[src/hdl/sbat_pkg.sv]
`timescale 1ns / 1ps

package sbat_pkg;

  localparam int unsigned MaxTreesDefault = 64;
  localparam int unsigned TreeW = 6;
  localparam int unsigned CellsW = 32;
  localparam int unsigned LifeW = 8;
  localparam int unsigned CountW = 16;

  localparam logic [LifeW-1:0] NewLifetime = LifeW'(3);
  localparam logic [LifeW-1:0] LifeMax = '1;
  localparam logic [CountW-1:0] CountMax = '1;

  typedef enum logic [1:0] {
    OP_SPLIT = 2'd0,
    OP_AGE   = 2'd1,
    OP_QUERY = 2'd2
  } op_e;

  typedef enum logic {
    ST_IDLE = 1'b0,
    ST_BUSY = 1'b1
  } state_e;

  typedef struct packed {
    logic [1:0]        op;
    logic [TreeW-1:0]  tree;
    logic [CellsW-1:0] cells;
    logic              removed_empty;
  } req_t;

  typedef struct packed {
    logic             blacklisted;
    logic             present;
    logic [LifeW-1:0] lifetime_left;
  } rsp_t;

  typedef struct packed {
    logic [LifeW-1:0]  lifetime;
    logic [CellsW-1:0] cells_at_split;
    logic [CountW-1:0] split_count;
    logic [CountW-1:0] degenerate_count;
  } entry_t;

  typedef struct packed {
    logic we;
    logic set_present;
  } upd_t;

endpackage

[src/hdl/sbat_ram.sv]
`timescale 1ns / 1ps

module sbat_ram #(
  parameter int unsigned Width = 8,
  parameter int unsigned Depth = 64
) (
  input  logic                     clk_i,
  input  logic                     we_i,
  input  logic [$clog2(Depth)-1:0] waddr_i,
  input  logic [Width-1:0]         wdata_i,
  input  logic                     re_i,
  input  logic [$clog2(Depth)-1:0] raddr_i,
  output logic [Width-1:0]         rdata_o
);

  logic [Width-1:0] mem_q [Depth];
  logic [Width-1:0] rdata_q;

  always_ff @(posedge clk_i) begin
    if (we_i) begin
      mem_q[waddr_i] <= wdata_i;
    end
    if (re_i) begin
      rdata_q <= mem_q[raddr_i];
    end
  end

  assign rdata_o = rdata_q;

endmodule

[src/hdl/sbat_update.sv]
`timescale 1ns / 1ps

module sbat_update (
  input  sbat_pkg::req_t   req_i,
  input  logic             in_range_i,
  input  logic             present_i,
  input  sbat_pkg::entry_t rd_i,
  output sbat_pkg::entry_t wr_o,
  output sbat_pkg::upd_t   upd_o,
  output sbat_pkg::rsp_t   rsp_o
);

  import sbat_pkg::*;

  logic present;
  logic present_new;
  logic is_split;
  logic is_age;

  assign present  = present_i & in_range_i;
  assign is_split = (req_i.op == OP_SPLIT);
  assign is_age   = (req_i.op == OP_AGE);

  always_comb begin
    wr_o = rd_i;
    if (is_split) begin
      if (!present || rd_i.lifetime == '0) begin
        wr_o.lifetime         = NewLifetime;
        wr_o.cells_at_split   = req_i.cells;
        wr_o.split_count      = CountW'(1);
        wr_o.degenerate_count = '0;
      end else if (rd_i.split_count != CountMax) begin
        wr_o.split_count = rd_i.split_count + CountW'(1);
      end
    end else if (is_age) begin
      if (req_i.removed_empty) begin
        if (rd_i.degenerate_count != CountMax) begin
          wr_o.degenerate_count = rd_i.degenerate_count + CountW'(1);
        end
        if (rd_i.lifetime != LifeMax) begin
          wr_o.lifetime = rd_i.lifetime + LifeW'(1);
        end
      end else if (rd_i.lifetime != '0 && req_i.cells != rd_i.cells_at_split) begin
        wr_o.lifetime = rd_i.lifetime - LifeW'(1);
      end
    end
  end

  assign upd_o.we          = in_range_i & (is_split | (is_age & present));
  assign upd_o.set_present = in_range_i & is_split;

  assign present_new         = present | upd_o.set_present;
  assign rsp_o.present       = present_new;
  assign rsp_o.lifetime_left = present_new ? wr_o.lifetime : '0;
  assign rsp_o.blacklisted   = present_new & (wr_o.lifetime != '0);

endmodule

[src/hdl/split_blacklist_aging_table.sv]
`timescale 1ns / 1ps
// split blacklist aging table
// input channel: in_valid_i / in_ready_o with one request in in_i (op, tree,
//   cells, removed_empty); op 0 records a split, op 1 ages the entry, op 2
//   and op 3 only query it
// output channel: out_valid_o / out_ready_i with one result in out_o
//   (blacklisted, present, lifetime_left) for every request, in order
// the entry is read from the table when a request is accepted; the result is loaded
//   into the output register when the update commits in the BUSY state
// no new request is taken until that update commits: the single table memory reads
//   the entry on acceptance, then BUSY writes it back and loads the result
// a new request is taken while the last result still waits in the output
//   register; if that result is not taken, the next update holds until it is
// reset: all present bits clear at once, no clearing pass; the other entry
//   fields need no reset since only a split makes an entry present
// tree numbers at or above MAX_TREES have no entry and report all zero

module split_blacklist_aging_table #(
  parameter int unsigned MAX_TREES = sbat_pkg::MaxTreesDefault
) (
  input  logic           clk_i,
  input  logic           rst_ni,
  input  logic           in_valid_i,
  output logic           in_ready_o,
  input  sbat_pkg::req_t in_i,
  output logic           out_valid_o,
  input  logic           out_ready_i,
  output sbat_pkg::rsp_t out_o
);

  import sbat_pkg::*;

  localparam int unsigned NumEntries = (MAX_TREES < (2 ** TreeW)) ? MAX_TREES : (2 ** TreeW);
  localparam int unsigned AddrW = $clog2(NumEntries);
  localparam int unsigned EntryW = $bits(entry_t);

  state_e state_q, state_d;
  req_t req_q;
  logic [AddrW-1:0] addr_q;
  logic in_range_q;
  logic [NumEntries-1:0] present_q;
  rsp_t out_q;
  logic out_valid_q;

  logic accept;
  logic commit;
  logic in_range;
  logic [EntryW-1:0] rdata;
  entry_t rd_entry;
  entry_t wr_entry;
  upd_t upd;
  rsp_t rsp;
  logic ram_we;

  assign in_range = (32'(in_i.tree) < MAX_TREES);
  assign accept   = in_valid_i & in_ready_o;

  always_ff @(posedge clk_i or negedge rst_ni) begin
    if (!rst_ni) begin
      state_q <= ST_IDLE;
    end else begin
      state_q <= state_d;
    end
  end

  always_comb begin
    state_d    = state_q;
    in_ready_o = 1'b0;
    commit     = 1'b0;
    case (state_q)
      ST_IDLE: begin
        in_ready_o = 1'b1;
        if (in_valid_i) begin
          state_d = ST_BUSY;
        end
      end
      ST_BUSY: begin
        if (!out_valid_q || out_ready_i) begin
          commit  = 1'b1;
          state_d = ST_IDLE;
        end
      end
      default: begin
        state_d = ST_IDLE;
      end
    endcase
  end

  always_ff @(posedge clk_i) begin
    if (accept) begin
      req_q      <= in_i;
      addr_q     <= AddrW'(in_i.tree);
      in_range_q <= in_range;
    end
  end

  sbat_ram #(
    .Width(EntryW),
    .Depth(NumEntries)
  ) u_ram (
    .clk_i  (clk_i),
    .we_i   (ram_we),
    .waddr_i(addr_q),
    .wdata_i(wr_entry),
    .re_i   (accept),
    .raddr_i(AddrW'(in_i.tree)),
    .rdata_o(rdata)
  );

  assign rd_entry = entry_t'(rdata);

  sbat_update u_update (
    .req_i     (req_q),
    .in_range_i(in_range_q),
    .present_i (present_q[addr_q]),
    .rd_i      (rd_entry),
    .wr_o      (wr_entry),
    .upd_o     (upd),
    .rsp_o     (rsp)
  );

  assign ram_we = commit & upd.we;

  always_ff @(posedge clk_i or negedge rst_ni) begin
    if (!rst_ni) begin
      present_q <= '0;
    end else if (commit && upd.set_present) begin
      present_q[addr_q] <= 1'b1;
    end
  end

  always_ff @(posedge clk_i or negedge rst_ni) begin
    if (!rst_ni) begin
      out_valid_q <= 1'b0;
    end else if (commit) begin
      out_valid_q <= 1'b1;
    end else if (out_ready_i) begin
      out_valid_q <= 1'b0;
    end
  end

  always_ff @(posedge clk_i) begin
    if (commit) begin
      out_q <= rsp;
    end
  end

  assign out_valid_o = out_valid_q;
  assign out_o       = out_q;

  assert property (@(posedge clk_i) disable iff (!rst_ni)
    ram_we |-> (state_q == ST_BUSY) && in_range_q)
    else $error("table write outside an update or for a tree beyond the table");

  assert property (@(posedge clk_i) disable iff (!rst_ni)
    (state_q == ST_BUSY) && out_valid_q && !out_ready_i |=> (state_q == ST_BUSY))
    else $error("update finished while the pending result was not taken");

  assert property (@(posedge clk_i) disable iff (!rst_ni)
    accept |=> !in_ready_o && !accept)
    else $error("request accepted while the previous one is in flight");

  assert property (@(posedge clk_i) disable iff (!rst_ni)
    commit |=> out_valid_o && (out_o == $past(rsp)))
    else $error("result register not loaded on update");

endmodule
[config.mk]
export PLATFORM = sky130hd
export DESIGN_NAME = split_blacklist_aging_table
export DESIGN_NICKNAME = d
export VERILOG_FILES = /design/src/hdl/sbat_pkg.sv /design/src/hdl/sbat_ram.sv /design/src/hdl/sbat_update.sv /design/src/hdl/split_blacklist_aging_table.sv
export SDC_FILE = /design/constraint.sdc
export NUM_CORES = 2
export LEC_CHECK = 0
export BUFFER_PORTS_ARGS = -buffer_cell sky130_fd_sc_hd__buf_2
export CAP_MARGIN = 20
export CORE_ASPECT_RATIO = 0.6
export CORE_MARGIN = 2
export CORE_UTILIZATION = 55
export CTS_BUF_LIST = sky130_fd_sc_hd__clkbuf_8
export CTS_CLUSTER_DIAMETER = 120
export DETAILED_ROUTE_END_ITERATION = 16
export GPL_ROUTABILITY_DRIVEN = 0
export PLACE_DENSITY = 0.78
export SYNTH_ARGS = -nofsm -noshare
export SYNTH_HDL_FRONTEND = slang
export SYNTH_MEMORY_MAX_BITS = 65536
export SYNTH_SLANG_ARGS = --single-unit
[constraint.sdc]
create_clock -name clk_i -period 9.9 [get_ports clk_i]
set_clock_uncertainty 0.1 [all_clocks]
set_input_delay 0.99 -clock clk_i [delete_from_list [all_inputs] [get_ports clk_i]]
set_output_delay 0.99 -clock clk_i [all_outputs]
set_load 0.005 [all_outputs]
==> results.json <==
{
  "outcome": "completed",
  "yosysSeqAreaShare": 0.780,
  "synth_edf_count": 2651,
  "synth_ff_type": "edfxtp_1",
  "hold_path.class": "in2reg",
  "synth_top_area_frac": 0.764,
  "cellLeakagePower_nw": 36.4,
  "busiest_layer": "met1",
  "cpPeakStageDelay_ns": 0.95,
  "yosysTopAreaCell": "edfxtp_1",
  "power.internal_w": 0.0180,
  "fill_cells": 12006,
  "swShare": 0.249,
  "reg2reg_from": "u_ram.rdata_o[34]$_DFFE_PP_",
  "die_area_um2": 193000,
  "grt_pass1_vias": 49646,
  "worstPathMaxFanout": 34,
  "grt_setup_unrepaired": "false",
  "clock_power_share": 0.326,
  "cp_slowest_cell": "nor4_1",
  "cts_setup_buffers": 0,
  "crit_start": "u_ram.rdata_o[34]$_DFFE_PP_",
  "nNetsFinal": 4677,
  "crit_end": "out_o[9]$_DFFE_PP_",
  "cts_root_buffer": "clkbuf_8",
  "ant_nets": 0,
  "worstPathArrival_ns": 5.78,
  "fmax_ghz": 0.191,
  "drcViolationCount": 0,
  "cts_hold_buf": 0,
  "crit_top_cell": "nor4_1",
  "dr.pass1.iters": 7,
  "clock_path_buffers": 4,
  "grt_pass1_wl_um": 372000,
  "setup.worst_path.class": "reg2reg",
  "drv_slew": 0,
  "path_delay_family": "simple AND/OR/NAND/NOR gates",
  "critPathBufInv": 1,
  "core_area_um2": 188000,
  "vdd_ir_drop_max_mv": 0.115,
  "ios": 57,
  "finalSetupViolCount": 0,
  "areaGrowthSynthToFinish_pct": 10.8,
  "die_w_um": 566,
  "h-tree-depth": 5,
  "setup_tns_ns": 0,
  "syn_area_per_cell_um2": 24.4,
  "cts_tree": "yes",
  "power.density_nw_per_um2": 208,
  "grt.met3_usage": 0.109,
  "grt.overflow.total": 0,
  "comb_power_share": 0.100,
  "rrSetupSlack_ns": 4.68,
  "synth.most_common_cell": "edfxtp_1",
  "worstRegToRegCells": 9,
  "clk_latency_ns": 0.97,
  "vias": 50585,
  "cp-start-kind": "flip-flop",
  "finalHoldViolCount": 0,
  "path_clk_slew_ns": 0.07,
  "cts_made_buffers": 369,
  "async_flop_share": 0.0243,
  "post-route-period-util": 0.528,
  "syn-instance-count": 4271,
  "met1_usage": 0.404,
  "end_kind": "flip-flop",
  "synth_area_leaders": "edfxtp_1 76%, mux4_2 18%, dfrtp_1 1.6%, clkbuf_1 0.43%, buf_2 0.38%",
  "register_area_um2": 81300,
  "placed_area_um2": 108000,
  "hpwl_um": 136000,
  "yosysWarnings": 0,
  "r2r_end": "out_o[9]$_DFFE_PP_",
  "cp.required_ns": 10.45,
  "vias_per_cell": 6.81,
  "clock-sinks": 2717,
  "synth_seq_cells": 2717,
  "routed_wirelength_um": 266000,
  "cp.depth": 9,
  "syn-cell-area_um2": 104000,
  "initial_utilization": 0.555,
  "final_cell_area_um2": 115000,
  "rows": 123,
  "syn_nets": 4318,
  "ctsResizeCount": 0,
  "drive_gt1_frac": 0.323,
  "port_buffers": 56,
  "yosys-top-cells-count": "2651 x edfxtp_1, 829 x mux4_2, 120 x clkbuf_1",
  "power_frac_seq": 0.574,
  "grtUsageMet2": 0.389,
  "multiInputGateArea_um2": 22400,
  "drt-initial-drc-count": 9388,
  "grt.total_usage": 0.276,
  "antenna_found_initial": 21,
  "avgRoutedWirePerCell_um": 35.8,
  "grt_max_degree": 162,
  "maxSlewHeadroom": 0.163,
  "dieHeight_um": 341,
  "p_sw_w": 0.00598,
  "synth.distinct_cells": 61,
  "crit_chain": "xor2_1, nor4_1, nand4_1, or2_1, a221oi_1, o221ai_4, buf_4, nor4_1, a41oi_1",
  "cap_violations": 0,
  "fin_crit_ns": 5.22,
  "worst_pin_slew_ns": 1.24
}
==> worst reg2reg max path, stage by stage, from the launching register on <==
cell and delay, ns:
edfxtp_1 0.53, xor2_1 0.21, nor4_1 0.95, nand4_1 0.67, or2_1 0.50, a221oi_1 0.47, o221ai_4 0.42, buf_4 0.40
nor4_1 0.47, a41oi_1 0.21
==> logic make-up (layout without fill, tap and decap cells) <==
group / count (synthesis) / in the layout / synth area share
XOR/XNOR: 34 / 34 / 0.00286
multiplexers: 901 / 901 / 0.187
other: 0 / 18 / 0
adder cells (fa/ha/maj): 2 / 2 / 0.000240
AO/OA/AOI/OAI: 145 / 145 / 0.0101
buffers and inverters: 253 / 893 / 0.0101
flip-flops: 2717 / 2717 / 0.780
AND/OR/NAND/NOR: 219 / 219 / 0.00985
==> worst min-delay path by stage <==
stage / slack, ns / cells past startpoint / start / endpoint
final: 0.09 / 1 / in_i[31] / req_q[31]$_DFFE_PP_
after global placement: 0.34 / 1 / present_q[15]$_DFFE_PN0P_ / present_q[15]$_DFFE_PN0P_
after floorplan: 0.32 / 1 / present_q[61]$_DFFE_PN0P_ / present_q[61]$_DFFE_PN0P_
after global routing: 0.07 / 1 / in_i[13] / req_q[13]$_DFFE_PP_
after detailed placement: 0.34 / 1 / present_q[53]$_DFFE_PN0P_ / present_q[53]$_DFFE_PN0P_
after CTS: 0.04 / 1 / in_i[31] / req_q[31]$_DFFE_PP_
==> cell type report <==
cell class                 instances  share of cell area
inverter                          27            0.000878
sequential                      2717               0.704
clock buffer                     372              0.0444
multi-input combinational       1301               0.194
antenna                           18            0.000390
clock inverter                   280              0.0120
timing repair buffer             214              0.0168
tap                             2500              0.0271
==> metal layers <==
metal / part of all wire / up-vias
met2: 0.44 / 4354
met4: 0.028 / 12
li1: - / 19195
met3: 0.17 / 501
met1: 0.36 / 26523
met5: 0.00028 / -
==> flip-flops by register name (all words and copies together), names as in the netlist <==
name and flops:
addr_q 6, out_o 10, out_valid_o 1, present_q 64, req_q 35, state_q 1, u_ram.mem_q 2560, u_ram.rdata_o 40
==> power by group through the flow <==
stage	clock network (W)	logic, W	registers, W
4_1_cts	0.00788	0.00221	0.0138
2_1_floorplan	0	0.00129	0.0140
6_report	0.00782	0.00240	0.0138
5_1_grt	0.00837	0.00253	0.0138
3_3_place_gp	0	0.00211	0.0140
3_5_place_dp	0	0.00221	0.0140
==> cell usage in the layout (no fill, tap or decap), types with 8 or more instances in the layout <==
cell type and count:
nor2_4 64, clkinv_1 109, mux4_2 829, xor2_1 32, nor4_1 10, nand3_1 11, nor2_1 24, buf_16 11
and2_1 8, mux2_1 25, nand2_1 48, clkinv_2 37, edfxtp_1 2651, dfrtp_1 66, nor3_1 9, o21bai_1 19
buf_2 51, a21o_1 33, diode_2 18, buf_4 129, clkbuf_8 372, nand4_1 8, o21ai_0 29, inv_1 132
buf_12 15, o32ai_1 14, clkinvlp_4 12, mux2i_1 26, mux2_2 20
==> per-stage QoR <==
stage / std cells / power, W / worst slack, ns / util / hold slack [ns]
global route: 7415 / 0.0247 / 4.69 / 0.614 / 0.0709
floorplan: 4271 / 0.0153 / 4.74 / - / 0.323
global placement: 6734 / 0.0161 / 4.72 / 0.577 / 0.341
CTS: 7389 / 0.0239 / 4.52 / 0.612 / 0.0369
finish: 7429 / 0.0240 / 4.68 / 0.614 / 0.0932
detailed placement: 6737 / 0.0163 / 4.49 / 0.577 / 0.344
No activity file was read; power rests on OpenSTA's default activity.
